--- config.mk ---
export PLATFORM = sky130hd
export DESIGN_NAME = binary_sample_frame_parser_unit
export DESIGN_NICKNAME = d
export VERILOG_FILES = /design/src/rtl/core/bsfp_pkg.sv /design/src/rtl/core/binary_sample_frame_parser_unit.sv /design/src/rtl/core/bsfp_front.sv /design/src/rtl/core/bsfp_fifo.sv /design/src/rtl/core/bsfp_back.sv
export SDC_FILE = /design/constraint.sdc
export NUM_CORES = 1
export LEC_CHECK = 0
export ABC_AREA = 1
export BUFFER_PORTS_ARGS = -buffer_cell sky130_fd_sc_hd__buf_2
export CORE_AREA = 2 2 165 167
export DETAILED_ROUTE_END_ITERATION = 8
export DIE_AREA = 0 0 167 169
export HOLD_SLACK_MARGIN = 0.06
export PLACE_DENSITY_LB_ADDON = 0.2
export SYNTH_ARGS = -nofsm -noshare
export SYNTH_HDL_FRONTEND = slang
export SYNTH_SLANG_ARGS = --single-unit
--- constraint.sdc ---
create_clock -name clk -period 4 [get_ports clk]
set_clock_uncertainty 0.2 [all_clocks]
set_input_delay 0.4 -clock clk [delete_from_list [all_inputs] [get_ports clk]]
set_output_delay 0.4 -clock clk [all_outputs]
set_load 0.005 [all_outputs]
--- src/rtl/core/bsfp_pkg.sv ---
// Package for the binary sample frame parser.
// Holds field kinds, format codes, register indexes, missing codes and the
// record and status types shared by the front end, queue, back end and top.
`default_nettype none

package bsfp_pkg;

  typedef enum logic [1:0] {
    KIND_SAMPLE = 2'd0,
    KIND_TIME   = 2'd1,
    KIND_ANALOG = 2'd2,
    KIND_STATUS = 2'd3
  } fld_kind_t;

  typedef enum logic [1:0] {
    FMT_INT16 = 2'd0,
    FMT_INT32 = 2'd1,
    FMT_FLOAT = 2'd2,
    FMT_ALT   = 2'd3
  } data_fmt_t;

  typedef enum logic [2:0] {
    REG_FORMAT     = 3'd0,
    REG_ANALOG_CNT = 3'd1,
    REG_STATUS_CNT = 3'd2,
    REG_REV_YEAR   = 3'd3,
    REG_MAX_FRAMES = 3'd4
  } cfg_addr_t;

  localparam logic [11:0] REV_YEAR_RESET = 12'd1999;
  localparam logic [11:0] REV_YEAR_OLD   = 12'd1991;
  localparam logic [15:0] MISS16_OLD     = 16'hFFFF;
  localparam logic [15:0] MISS16_NEW     = 16'h8000;
  localparam logic [31:0] MISS32         = 32'h8000_0000;
  localparam logic [31:0] FLT_EXP_MASK   = 32'h7F80_0000;
  localparam logic [31:0] FLT_LOWEST     = 32'hFF7F_FFFF;
  localparam logic [31:0] WORD_BITS_LAST = 32'd15;
  localparam logic [31:0] WORD_BITS      = 32'd16;
  localparam int          FIFO_DEPTH     = 2;

  typedef struct packed {
    logic [1:0]  fmt_code;
    logic [8:0]  n_analog;
    logic [10:0] n_status;
    logic [11:0] rev_year;
    logic [31:0] frame_limit;
  } cfg_t;

  typedef struct packed {
    fld_kind_t   kind;
    logic [9:0]  idx;
    logic [31:0] value;
    logic        last;
  } fld_rec_t;

  typedef struct packed {
    logic full;
    logic empty;
  } fifo_stat_t;

endpackage

`default_nettype wire

--- src/rtl/core/binary_sample_frame_parser_unit.sv ---
// Binary sample frame parser: one byte per beat in, one field result per beat out.
// Takes one byte every cycle while the record queue is not full; each result
// passes through the queue and an output register. The front end updates its
// counters on each byte, and the two-entry record queue keeps both sides moving.
// Synchronous active-low reset clears all control state and loads register
// defaults (revision year 1999, all others zero); no clearing pass is needed.
`default_nettype none

module binary_sample_frame_parser_unit #(
  parameter int MAX_ANALOG = 256,
  parameter int MAX_STATUS = 1024
) (
  input  wire logic        clk,
  input  wire logic        rst_n,
  input  wire logic        in_tvalid,
  output logic             in_tready,
  input  wire logic [7:0]  in_tdata,   // [7:0] data_byte
  output logic             out_tvalid,
  input  wire logic        out_tready,
  output logic [47:0]      out_tdata,  // [9:0] channel_index, [41:10] field_value
  output logic [2:0]       out_tuser,  // [1:0] field_kind, [2] value_missing
  output logic             out_tlast,  // frame_end
  input  wire logic        cfg_we,
  input  wire logic [2:0]  cfg_addr,
  input  wire logic [31:0] cfg_wdata
);
  import bsfp_pkg::*;

  cfg_t       cfg_r;
  logic       accept;
  logic       push;
  logic       pop;
  fld_rec_t   wr_rec;
  fld_rec_t   rd_rec;
  fifo_stat_t fifo_stat;
  fld_rec_t   out_rec;
  logic       out_missing;

  always_ff @(posedge clk) begin
    if (!rst_n) begin
      cfg_r.fmt_code    <= 2'd0;
      cfg_r.n_analog    <= 9'd0;
      cfg_r.n_status    <= 11'd0;
      cfg_r.rev_year    <= REV_YEAR_RESET;
      cfg_r.frame_limit <= 32'd0;
    end else if (cfg_we) begin
      case (cfg_addr)
        REG_FORMAT:     cfg_r.fmt_code    <= cfg_wdata[1:0];
        REG_ANALOG_CNT: cfg_r.n_analog    <= cfg_wdata[8:0];
        REG_STATUS_CNT: cfg_r.n_status    <= cfg_wdata[10:0];
        REG_REV_YEAR:   cfg_r.rev_year    <= cfg_wdata[11:0];
        REG_MAX_FRAMES: cfg_r.frame_limit <= cfg_wdata;
        default: begin
        end
      endcase
    end
  end

  assign in_tready = !fifo_stat.full;
  assign accept    = in_tvalid && in_tready;

  bsfp_front #(
    .MAX_ANALOG(MAX_ANALOG),
    .MAX_STATUS(MAX_STATUS)
  ) u_front (
    .clk      (clk),
    .rst_n    (rst_n),
    .cfg      (cfg_r),
    .accept   (accept),
    .data_byte(in_tdata),
    .push     (push),
    .rec      (wr_rec)
  );

  bsfp_fifo u_fifo (
    .clk   (clk),
    .rst_n (rst_n),
    .push  (push),
    .wr_rec(wr_rec),
    .pop   (pop),
    .rd_rec(rd_rec),
    .stat  (fifo_stat)
  );

  bsfp_back #(
    .MAX_STATUS(MAX_STATUS)
  ) u_back (
    .clk        (clk),
    .rst_n      (rst_n),
    .cfg        (cfg_r),
    .rd_rec     (rd_rec),
    .rec_avail  (!fifo_stat.empty),
    .pop        (pop),
    .out_ready  (out_tready),
    .out_valid  (out_tvalid),
    .out_rec    (out_rec),
    .out_missing(out_missing)
  );

  assign out_tdata = {6'd0, out_rec.value, out_rec.idx};
  assign out_tuser = {out_missing, out_rec.kind};
  assign out_tlast = out_rec.last;

`ifndef SYNTHESIS
  a_no_overflow: assert property (@(posedge clk) disable iff (!rst_n)
    push |-> !fifo_stat.full)
    else $error("record queue written while full");

  a_miss_analog_only: assert property (@(posedge clk) disable iff (!rst_n)
    out_tvalid && out_tuser[1:0] != KIND_ANALOG |-> !out_tuser[2])
    else $error("missing mark on a non-analog field");

  a_no_end_on_sample: assert property (@(posedge clk) disable iff (!rst_n)
    out_tvalid && out_tuser[1:0] == KIND_SAMPLE |-> !out_tlast)
    else $error("frame end flagged on a sample number");
`endif

endmodule

`default_nettype wire

--- src/rtl/core/bsfp_front.sv ---
// Front end of the frame parser: gathers bytes into fields and tracks frames.
// Emits one raw field record per completed field. Uses bsfp_pkg.
`default_nettype none

module bsfp_front #(
  parameter int MAX_ANALOG = 256,
  parameter int MAX_STATUS = 1024
) (
  input  wire logic             clk,
  input  wire logic             rst_n,
  input  wire bsfp_pkg::cfg_t   cfg,
  input  wire logic             accept,
  input  wire logic [7:0]       data_byte,
  output logic                  push,
  output bsfp_pkg::fld_rec_t    rec
);
  import bsfp_pkg::*;

  localparam int CNT_MAX = (MAX_ANALOG > MAX_STATUS / 16) ? MAX_ANALOG : MAX_STATUS / 16;
  localparam int CNT_W   = $clog2(CNT_MAX + 1);

  logic [1:0]       byte_pos_r, byte_pos_nxt;
  fld_kind_t        phase_r, phase_nxt;
  logic [CNT_W-1:0] cnt_r, cnt_nxt;
  logic [31:0]      asm_r, asm_nxt;
  logic [31:0]      frames_r, frames_nxt;
  logic             stopped_r, stopped_nxt;

  logic [31:0] word;
  logic [31:0] cnt_inc;
  logic [31:0] cnt_ext;
  logic [31:0] eff_analog;
  logic [31:0] stat_bits;
  logic [31:0] eff_words;
  logic [1:0]  last_pos;
  logic        done;
  logic        frame_end;

  always_comb begin
    word       = asm_r | ({24'd0, data_byte} << {byte_pos_r, 3'b000});
    cnt_ext    = 32'(cnt_r);
    cnt_inc    = cnt_ext + 32'd1;
    eff_analog = ({23'd0, cfg.n_analog} > 32'(MAX_ANALOG)) ?
                 32'(MAX_ANALOG) : {23'd0, cfg.n_analog};
    stat_bits  = ({21'd0, cfg.n_status} > 32'(MAX_STATUS)) ?
                 32'(MAX_STATUS) : {21'd0, cfg.n_status};
    eff_words  = (stat_bits + WORD_BITS_LAST) >> 4;

    if (phase_r == KIND_STATUS ||
        (phase_r == KIND_ANALOG && cfg.fmt_code == FMT_INT16)) begin
      last_pos = 2'd1;
    end else begin
      last_pos = 2'd3;
    end
    done = byte_pos_r >= last_pos;

    byte_pos_nxt = byte_pos_r;
    phase_nxt    = phase_r;
    cnt_nxt      = cnt_r;
    asm_nxt      = asm_r;
    frames_nxt   = frames_r;
    stopped_nxt  = stopped_r;
    frame_end    = 1'b0;
    push         = 1'b0;

    rec.kind  = phase_r;
    rec.idx   = 10'd0;
    rec.value = word;
    rec.last  = 1'b0;

    if (accept && !stopped_r) begin
      if (!done) begin
        byte_pos_nxt = byte_pos_r + 2'd1;
        asm_nxt      = word;
      end else begin
        push         = 1'b1;
        byte_pos_nxt = 2'd0;
        asm_nxt      = 32'd0;
        case (phase_r)
          KIND_SAMPLE: begin
            phase_nxt = KIND_TIME;
          end
          KIND_TIME: begin
            cnt_nxt = '0;
            if (eff_analog != 32'd0) begin
              phase_nxt = KIND_ANALOG;
            end else if (eff_words != 32'd0) begin
              phase_nxt = KIND_STATUS;
            end else begin
              frame_end = 1'b1;
            end
          end
          KIND_ANALOG: begin
            rec.idx = cnt_ext[9:0];
            cnt_nxt = cnt_inc[CNT_W-1:0];
            if (cnt_inc >= eff_analog) begin
              cnt_nxt = '0;
              if (eff_words != 32'd0) begin
                phase_nxt = KIND_STATUS;
              end else begin
                frame_end = 1'b1;
              end
            end
          end
          KIND_STATUS: begin
            rec.idx = cnt_ext[9:0];
            cnt_nxt = cnt_inc[CNT_W-1:0];
            if (cnt_inc >= eff_words) begin
              frame_end = 1'b1;
            end
          end
          default: begin
            phase_nxt = KIND_SAMPLE;
          end
        endcase
        if (frame_end) begin
          phase_nxt  = KIND_SAMPLE;
          cnt_nxt    = '0;
          frames_nxt = frames_r + 32'd1;
          if (cfg.frame_limit != 32'd0 && frames_nxt >= cfg.frame_limit) begin
            stopped_nxt = 1'b1;
          end
        end
      end
    end
    rec.last = frame_end;
  end

  always_ff @(posedge clk) begin
    if (!rst_n) begin
      byte_pos_r <= 2'd0;
      phase_r    <= KIND_SAMPLE;
      cnt_r      <= '0;
      asm_r      <= 32'd0;
      frames_r   <= 32'd0;
      stopped_r  <= 1'b0;
    end else begin
      byte_pos_r <= byte_pos_nxt;
      phase_r    <= phase_nxt;
      cnt_r      <= cnt_nxt;
      asm_r      <= asm_nxt;
      frames_r   <= frames_nxt;
      stopped_r  <= stopped_nxt;
    end
  end

endmodule

`default_nettype wire

--- src/rtl/core/bsfp_fifo.sv ---
// Short record queue between the front end and the back end.
// Stores raw field records; uses bsfp_pkg for the record and status types.
`default_nettype none

module bsfp_fifo (
  input  wire logic               clk,
  input  wire logic               rst_n,
  input  wire logic               push,
  input  wire bsfp_pkg::fld_rec_t wr_rec,
  input  wire logic               pop,
  output bsfp_pkg::fld_rec_t      rd_rec,
  output bsfp_pkg::fifo_stat_t    stat
);
  import bsfp_pkg::*;

  localparam int PTR_W = (FIFO_DEPTH > 1) ? $clog2(FIFO_DEPTH) : 1;
  localparam int CNT_W = $clog2(FIFO_DEPTH + 1);

  fld_rec_t         mem [FIFO_DEPTH];
  logic [PTR_W-1:0] wr_ptr_r, wr_ptr_nxt;
  logic [PTR_W-1:0] rd_ptr_r, rd_ptr_nxt;
  logic [CNT_W-1:0] count_r, count_nxt;

  function automatic logic [PTR_W-1:0] ptr_inc(input logic [PTR_W-1:0] p);
    logic [PTR_W-1:0] r;
    if (32'(p) == 32'(FIFO_DEPTH - 1)) begin
      r = '0;
    end else begin
      r = p + PTR_W'(1);
    end
    return r;
  endfunction

  always_comb begin
    wr_ptr_nxt = push ? ptr_inc(wr_ptr_r) : wr_ptr_r;
    rd_ptr_nxt = pop ? ptr_inc(rd_ptr_r) : rd_ptr_r;
    count_nxt  = count_r;
    if (push && !pop) begin
      count_nxt = count_r + CNT_W'(1);
    end else if (pop && !push) begin
      count_nxt = count_r - CNT_W'(1);
    end
    stat.full  = 32'(count_r) == 32'(FIFO_DEPTH);
    stat.empty = count_r == '0;
    rd_rec     = mem[rd_ptr_r];
  end

  always_ff @(posedge clk) begin
    if (push) begin
      mem[wr_ptr_r] <= wr_rec;
    end
  end

  always_ff @(posedge clk) begin
    if (!rst_n) begin
      wr_ptr_r <= '0;
      rd_ptr_r <= '0;
      count_r  <= '0;
    end else begin
      wr_ptr_r <= wr_ptr_nxt;
      rd_ptr_r <= rd_ptr_nxt;
      count_r  <= count_nxt;
    end
  end

endmodule

`default_nettype wire

--- src/rtl/core/bsfp_back.sv ---
// Back end of the frame parser: finishes each field record and holds the result.
// Applies sign extension, missing-code checks and status masking. Uses bsfp_pkg.
`default_nettype none

module bsfp_back #(
  parameter int MAX_STATUS = 1024
) (
  input  wire logic               clk,
  input  wire logic               rst_n,
  input  wire bsfp_pkg::cfg_t     cfg,
  input  wire bsfp_pkg::fld_rec_t rd_rec,
  input  wire logic               rec_avail,
  output logic                    pop,
  input  wire logic               out_ready,
  output logic                    out_valid,
  output bsfp_pkg::fld_rec_t      out_rec,
  output logic                    out_missing
);
  import bsfp_pkg::*;

  logic     valid_r, valid_nxt;
  fld_rec_t rec_r;
  logic     miss_r;

  fld_rec_t fin_rec;
  logic     fin_miss;
  logic [15:0] lo;
  logic [15:0] miss16;
  logic [31:0] stat_bits;
  logic [31:0] base;
  logic [31:0] left;
  logic [31:0] mask;

  always_comb begin
    fin_rec   = rd_rec;
    fin_miss  = 1'b0;
    lo        = rd_rec.value[15:0];
    miss16    = (cfg.rev_year <= REV_YEAR_OLD) ? MISS16_OLD : MISS16_NEW;
    stat_bits = ({21'd0, cfg.n_status} > 32'(MAX_STATUS)) ?
                32'(MAX_STATUS) : {21'd0, cfg.n_status};
    base      = {18'd0, rd_rec.idx, 4'b0000};
    left      = (stat_bits > base) ? stat_bits - base : 32'd0;
    mask      = (left >= WORD_BITS) ? 32'h0000_FFFF : ((32'd1 << left[3:0]) - 32'd1);

    case (rd_rec.kind)
      KIND_ANALOG: begin
        case (cfg.fmt_code)
          FMT_INT16: begin
            fin_miss      = lo == miss16;
            fin_rec.value = {{16{lo[15]}}, lo};
          end
          FMT_INT32: begin
            fin_miss = rd_rec.value == MISS32;
          end
          default: begin
            fin_miss = ((rd_rec.value & FLT_EXP_MASK) == FLT_EXP_MASK) ||
                       (rd_rec.value == FLT_LOWEST);
          end
        endcase
      end
      KIND_STATUS: begin
        fin_rec.value = rd_rec.value & mask;
      end
      default: begin
        fin_miss = 1'b0;
      end
    endcase

    pop       = rec_avail && (!valid_r || out_ready);
    valid_nxt = pop || (valid_r && !out_ready);
  end

  always_ff @(posedge clk) begin
    if (!rst_n) begin
      valid_r <= 1'b0;
    end else begin
      valid_r <= valid_nxt;
    end
  end

  always_ff @(posedge clk) begin
    if (pop) begin
      rec_r  <= fin_rec;
      miss_r <= fin_miss;
    end
  end

  assign out_valid   = valid_r;
  assign out_rec     = rec_r;
  assign out_missing = miss_r;

endmodule

`default_nettype wire
# Word-level counts from Yosys, hierarchy flattened
# Memories as Yosys holds them, arrays and structs flattened. A register that Yosys moved wholly into a read port is not among the register bits.
# Cells that the tools add are included.
op_classes:
  shift: 2
  n_mux: 41
  addsub: 10
  reduce_logical: 39
  n_bitwise: 2
  n_eq_ne: 16
  order_cmp: 9
ops:
  columns: ["operator", "n"]
  rows:
  - ["2-to-1 mux 32 bit", 4]
  - ["nonzero test 32 bit", 3]
  - ["== test 32 bit (second input constant)", 2]
  - ["greater-or-equal comparator 32 bit", 2]
  - ["case mux 32 bit (2 select lines)", 1]
  - ["2-to-1 mux 9 bit", 4]
  - ["adder 32 x 1 -> 32 bit (second input constant)", 1]
  - ["adder 32 x 4 -> 32 bit (second input constant)", 1]
  - ["AND 32 bit", 1]
  - ["greater-or-equal comparator 32 x 28 -> 1 bit", 1]
  - ["greater-or-equal comparator 32 x 5 -> 1 bit (second input constant)", 1]
  - ["> comparator 32 x 14 -> 1 bit", 1]
  - ["OR 32 bit", 1]
  - ["<< shifter 1 x 4 -> 32 bit (first input constant)", 1]
  - ["<< shifter 8 x 5 -> 32 bit", 1]
  - ["subtractor 32 x 1 -> 32 bit (second input constant)", 1]
  - ["subtractor 32 x 14 -> 32 bit", 1]
  - ["case mux 9 bit (3 select lines)", 1]
  - ["2-to-1 mux 10 bit", 2]
  - ["== test 16 bit", 1]
  - ["2-to-1 mux 1 bit", 16]
  - ["2-to-1 mux 2 bit", 8]
  - ["2-to-1 mux 15 bit", 1]
  - ["less-or-equal comparator 12 x 11 -> 1 bit (second input constant)", 1]
  - ["other kinds (29)", 62]
totals:
  output_inout_bits: 54
  mem_count: 1
  ram_bits: 90
  wordCells: 140
  in_bits: 48
  reg_bits: 195
memory_table:
  columns: ["name", "depth", "word_bits", "read_ports", "rd_clocked_by_memory_dff", "write_ports", "line_no", "source"]
  rows:
  - ["u_fifo.mem", 2, 45, 1, 1, 1, "bsfp_fifo.sv:19", "fld_rec_t mem [FIFO_DEPTH];"]

# Logic depth before layout (Yosys ltp)
depth:
  depth_word: 11
  ltp_mapped: 27
  ltp_nobuf: 27

# By module
# From an unflattened synthesis, not the netlist that was laid out.
hier_totals:
  cells_unflattened: 1799
  hier_area_um2: 15409.8
by_module_without_submodules:
  columns: ["mod", "instances", "cells_each", "area_each_um2"]
  rows:
  - ["bsfp_front", 1, 869, 5815.6]
  - ["bsfp_fifo", 1, 175, 3678.5]
  - ["bsfp_back", 1, 367, 3108.0]
  - ["binary_sample_frame_parser_unit", 1, 388, 2807.7]

# Worst setup path after synthesis
# OpenSTA, ideal clock, no wires.
synth_timing:
  path_type: "register to register"
  from: "register u_front.phase_r[0]"
  to: "memory u_fifo.mem[1][0] in the netlist's numbering (enable)"
  path_stages_with_launch: 11
  slack_ns: -0.215
  arrival_time_ns: 3.567
  n_path_buf: 1
  period_less_slack_ns: 4.215
  setup_time_ns: 0.447
  cell_sequence: "dfxtp_1 inv_1 ha_1 clkbuf_1 nand2_1 nand2_1 ha_1 a21oi_1 nor2_4 clkinv_1 nor2_1"
synth_between:
  elab_chain_len: 9
  word_cells_on_any_way: 10
synth_lines:
  columns: ["item", "line_no", "source"]
  rows:
  - ["from (decl)", "bsfp_front.sv:23", "fld_kind_t phase_r, phase_nxt;"]
  - ["from (signal assigned)", "bsfp_front.sv:139", "phase_r <= phase_nxt;"]
  - ["== test 2 bit", "bsfp_front.sv:50", "(phase_r == KIND_ANALOG && cfg.fmt_code == FMT_INT16)) begin"]
  - ["logical AND 1 bit", "bsfp_front.sv:50", null]
  - ["logical OR 1 bit *", "bsfp_front.sv:49", "if (phase_r == KIND_STATUS ||"]
  - ["2-to-1 mux 2 bit *", "bsfp_front.sv:49", null]
  - ["greater-or-equal comparator 2 bit *", "bsfp_front.sv:55", "done = byte_pos_r >= last_pos;"]
  - ["2-to-1 mux 1 bit *", "bsfp_front.sv:72", "if (!done) begin"]
  - ["2-to-1 mux 1 bit *", "bsfp_front.sv:71", "if (accept && !stopped_r) begin"]
  - ["net push", "binary_sample_frame_parser_unit.sv:31", "logic push;"]
  - ["2-to-1 mux 1 bit *", "bsfp_fifo.sv:49", "if (push) begin"]
  - ["2-to-1 mux 1 bit (implied by the code) *", "bsfp_fifo.sv:50", "mem[wr_ptr_r] <= wr_rec;"]
  - ["to (decl)", "bsfp_fifo.sv:19", null]
# Mark *: on every way through the listed nets, which the timed path passes. The rest lies on a longest branch.

==> impl_summary.txt <==
----------------------------------------------------
[Outcome]
  Status ... completed

[Timing]
  Fmax ... approximately 270 MHz
  Measured slew at the worst slew-check pin ... 1.05 ns
  Setup TNS Final ... 0 ns
  Final Hold Viols ... 0
  Final critical path time including I/O delays and setup ... 3.68 ns
  Share of the cycle needed by the critical path after routing ... 92.1%
  Worst slew margin ... between 20% and 30%
  Number of failing setup endpoints in the final timing report ... 0
  Max Slew Vio Count ... 0

[Clock network]
  CTS tree ... done
  Number of buffers created by CTS ... 29
  Worst-case clock buffer depth ... 3
  Root Buffer Master ... sky130_fd_sc_hd__clkbuf_16
  Clock transition at the registers of the reported paths ... 0.07 ns
  CTS sink cnt ... 280
  H-tree depth reported by CTS ... 1
  Clock latency on the worst-skew pair ... between 0.5 and 0.6 ns

[Worst hold path]
  Min-delay src ... cfg_addr[0]
  Class of the most critical hold timing path ... in -> reg
  Cell depth of the worst min-delay path ... 4
  WHS Endpoint ... cfg_r[52]

[Yosys]
  Leading cell types by total area after synthesis ... sky130_fd_sc_hd__edfxtp_1, sky130_fd_sc_hd__dfxtp_1, sky130_fd_sc_hd__nand2_1
  Post-synth EDFFs ... ~130
  Area of the mapped netlist ... between 10000 and 15000 sq um
  Count of cell types in the netlist ... 55
  Count of yosys warnings during synthesis ... 0
  Yosys reg bits ... 280
  Proportion of netlist area held by the largest area contributor ... between 20% and 30%
  Leading area contributor after synthesis ... sky130_fd_sc_hd__edfxtp_1
  Average instance area after synthesis ... about 8.4 sq um
  Sequential cell area fraction in the yosys report ... 48.6%
  Fraction of synthesis flops using an asynchronous set or reset pin ... 0%
  Cells after synthesis ... roughly 1.7k
  Main synth FF type ... sky130_fd_sc_hd__dfxtp_1

[Finish]
  Number of standard cells in the final layout excluding fillers ... roughly 2.2k
  Final non-filler cell area ... around 17000 sq um
  Number of nets in the finished design ... slightly below 2k
  Number of diodes ... 0
  Layout cells sized above 1 ... between 10% and 20%
  Most common cell after layout, fill and taps aside ... sky130_fd_sc_hd__nand2_1
  Number of fill cells ... ~2.3k
  Layout-stage area growth over the synthesis result ... 16.5%
  Most used cells in the layout excluding fill and tap cells ... sky130_fd_sc_hd__nand2_1, sky130_fd_sc_hd__inv_1, sky130_fd_sc_hd__nor2_1

[Place]
  Placed wire-length estimate ... 24900 um
  Post-detailed-placement cell area ... approximately 15000 sq um
  Routability congestion estimate ... between 0.9 and 1
  Placed instance count ... ~2.1k
  Total of buffers placed on input and output ports ... 94

[Global route]
  Maximum number of pins on one net before global-route repair ... 83
  GR Overflow Total ... 0
  Global Route Usage Sum ... ~24%
  Number of global-route vias before repair ... roughly 11k
  Initial antenna violation count ... 0
  First-pass GRT wire length ... approximately 56000 um

[Die]
  Area of the die ... approximately 28000 sq um
  Area of the core ... about 27000 sq um
  I/O pin count ... ~100
  Vertical die dimension ... 169 um
  Number of cell rows ... 60
  Die boundary width ... between 150 and 200 um
  Starting density of the core ... between 50% and 60%

[Drt]
  First-pass iteration count of the detailed router ... 5
  Detailed Route WL ... between 30000 and 40000 um
  Initial DRC count ... between 1k and 1.5k
  Via density per instance ... about 5.3
  Routed wire length per instance ... 15.8 um
  Via count of the routed design ... roughly 12k
  Final antenna-violating net count ... 0
  Drc violations ... 0

[Setup path]
  Category of the critical setup timing path ... reg -> reg
  CP Data Required Time ... about 4 ns
  Worst Path Max Fanout ... 8
  Kind of launch point of the worst setup path ... flop
  Cell depth of the worst flop-to-flop path ... 27
  Critical R2R Capture ... u_back.out_rec[5]
  Crit Reg-Reg Startpoint ... cfg_r[45]
  Kind of capture point of the worst setup path ... flop
  Worst EP arrival ... ~3.8 ns
  Register-to-register setup slack ... between 0.3 and 0.4 ns

[Power and ir drop]
  Leak ... 7.10 nW
  Worst vdd ir ... approximately 380 uV
  PD cells ... around 520 nW/um^2

[Job]
  Maximum capacitance violations ... 0

----------------------------------------------------
==> flip-flops by register name (all words and copies together) (netlist names), named ones only <==
name / cells
u_front.byte_pos_r: 2
u_front.cnt_r: 9
u_back.out_missing: 1
u_fifo.count_r: 2
u_front.frames_r: 32
u_front.asm_r: 32
u_back.out_rec: 44
u_fifo.mem: 88
cfg_r: 63
u_front.stopped_r: 1
u_front.phase_r: 2
u_fifo.rd_ptr_r: 1
u_fifo.wr_ptr_r: 1
u_back.out_valid: 1
==> layer usage <==
metal  vias up  track usage [%]  share of wire (%)
li1       5916                -                  -
met1      5438             34.0                 46
met2       330             39.1                 45
met3        60             4.44                6.4
met4         0             7.35                2.6
met5         -                0                  0
==> through the flow <==
stage                     setup WS [ns]  utilization, %  total power, W  hold slack (ns)
after floorplan                   0.232               -         0.00497            0.223
after global placement            0.208            56.8         0.00567            0.235
after detailed placement          0.132            56.8         0.00571            0.242
after CTS                         0.102            62.3         0.00854           0.0821
after global routing            -0.0513            62.7         0.00900            0.116
final                             0.318            62.7         0.00857           0.0995
==> report_power, final <==
part	switching (W)	internal, W	total, W
clock network	0.00114	0.00167	0.00281
logic	0.00143	0.000732	0.00216
registers	0.000107	0.00349	0.00360
==> repair_timing <==
item                                    CTS  global route
endpoints found under the setup margin    0            21
endpoints found under the hold margin    76             0
hold buffers                             43             0
resized for setup                         0            20
setup buffers                             0             2
==> area by class of cell <==
type                            count  area [sq um]  area share, %
Clock buffer                       45           930           5.60
Clock inverter                      9          88.8          0.535
Inverter                          218           826           4.97
Multi-Input combinational cell   1147          6330           38.1
Sequential cell                   280          6940           41.8
Tap cell                          341           427           2.57
Timing Repair Buffer              159          1080           6.49
==> cell families after synthesis <==
group,Yosys count,share of synthesized area [%]
and+or+nand+nor,722,23.4
AOI/OAI and AO/OA,306,11.3
other,2,0.0526
muxes,2,0.140
xor gates and xnor gates,41,2.52
DFF,280,48.6
adders and majority gates,68,6.02
buffers and inverters,278,7.94
==> worst max-delay path, cell delays in order, from the launching register on <==
cell	delay, ns
sky130_fd_sc_hd__dfxtp_1	0.34
sky130_fd_sc_hd__nor2_2	0.19
sky130_fd_sc_hd__nand3_2	0.11
sky130_fd_sc_hd__o21ai_4	0.24
sky130_fd_sc_hd__nand2_2	0.09
sky130_fd_sc_hd__inv_1	0.10
sky130_fd_sc_hd__ha_4	0.22
sky130_fd_sc_hd__nand2_2	0.07
sky130_fd_sc_hd__inv_1	0.05
sky130_fd_sc_hd__nand3_1	0.09
sky130_fd_sc_hd__nand3_2	0.08
sky130_fd_sc_hd__nand2_1	0.07
sky130_fd_sc_hd__nand2_1	0.06
sky130_fd_sc_hd__nand2_1	0.06
sky130_fd_sc_hd__inv_1	0.04
sky130_fd_sc_hd__ha_1	0.26
sky130_fd_sc_hd__inv_1	0.05
sky130_fd_sc_hd__nand4_1	0.08
sky130_fd_sc_hd__nor3_2	0.16
sky130_fd_sc_hd__nand3_1	0.09
sky130_fd_sc_hd__nor2_1	0.09
sky130_fd_sc_hd__nand4_1	0.10
sky130_fd_sc_hd__nand2_2	0.14
sky130_fd_sc_hd__nand2_4	0.10
sky130_fd_sc_hd__inv_6	0.12
sky130_fd_sc_hd__nand2_1	0.05
sky130_fd_sc_hd__o21ai_1	0.12
sky130_fd_sc_hd__inv_1	0.05
==> synthesized netlist by cell type, types with 11 or more instances <==
| cell type | n |
|---|---|
| sky130_fd_sc_hd__nand2_1 | 298 |
| sky130_fd_sc_hd__inv_1 | 202 |
| sky130_fd_sc_hd__nor2_1 | 155 |
| sky130_fd_sc_hd__dfxtp_1 | 147 |
| sky130_fd_sc_hd__o21ai_0 | 145 |
| sky130_fd_sc_hd__edfxtp_1 | 133 |
| sky130_fd_sc_hd__a21oi_1 | 125 |
| sky130_fd_sc_hd__nand3_1 | 80 |
| sky130_fd_sc_hd__ha_1 | 67 |
| sky130_fd_sc_hd__or2_2 | 47 |
| sky130_fd_sc_hd__nor3_1 | 45 |
| sky130_fd_sc_hd__xor2_1 | 35 |
| sky130_fd_sc_hd__nand4_1 | 34 |
| sky130_fd_sc_hd__clkbuf_1 | 32 |
| sky130_fd_sc_hd__nor4_1 | 14 |
| sky130_fd_sc_hd__buf_2 | 11 |
| sky130_fd_sc_hd__nand2_2 | 11 |
==> how the worst max path moves through the flow <==
| stage | start | end | slack, ns | cells past startpoint |
|---|---|---|---|---|
| global route | cfg_r[45] | u_back.out_rec[13] | -0.05 | 26 |
| CTS | cfg_r[44] | u_back.out_rec[5] | 0.10 | 27 |
| detailed placement | cfg_r[44] | u_back.out_rec[5] | 0.13 | 27 |
| floorplan | flop | u_back.out_rec[5] | 0.23 | 27 |
| global placement | cfg_r[45] | u_back.out_rec[5] | 0.21 | 27 |
| finish | cfg_r[45] | u_back.out_rec[5] | 0.32 | 27 |
No activity file was read; power rests on OpenSTA's default activity.
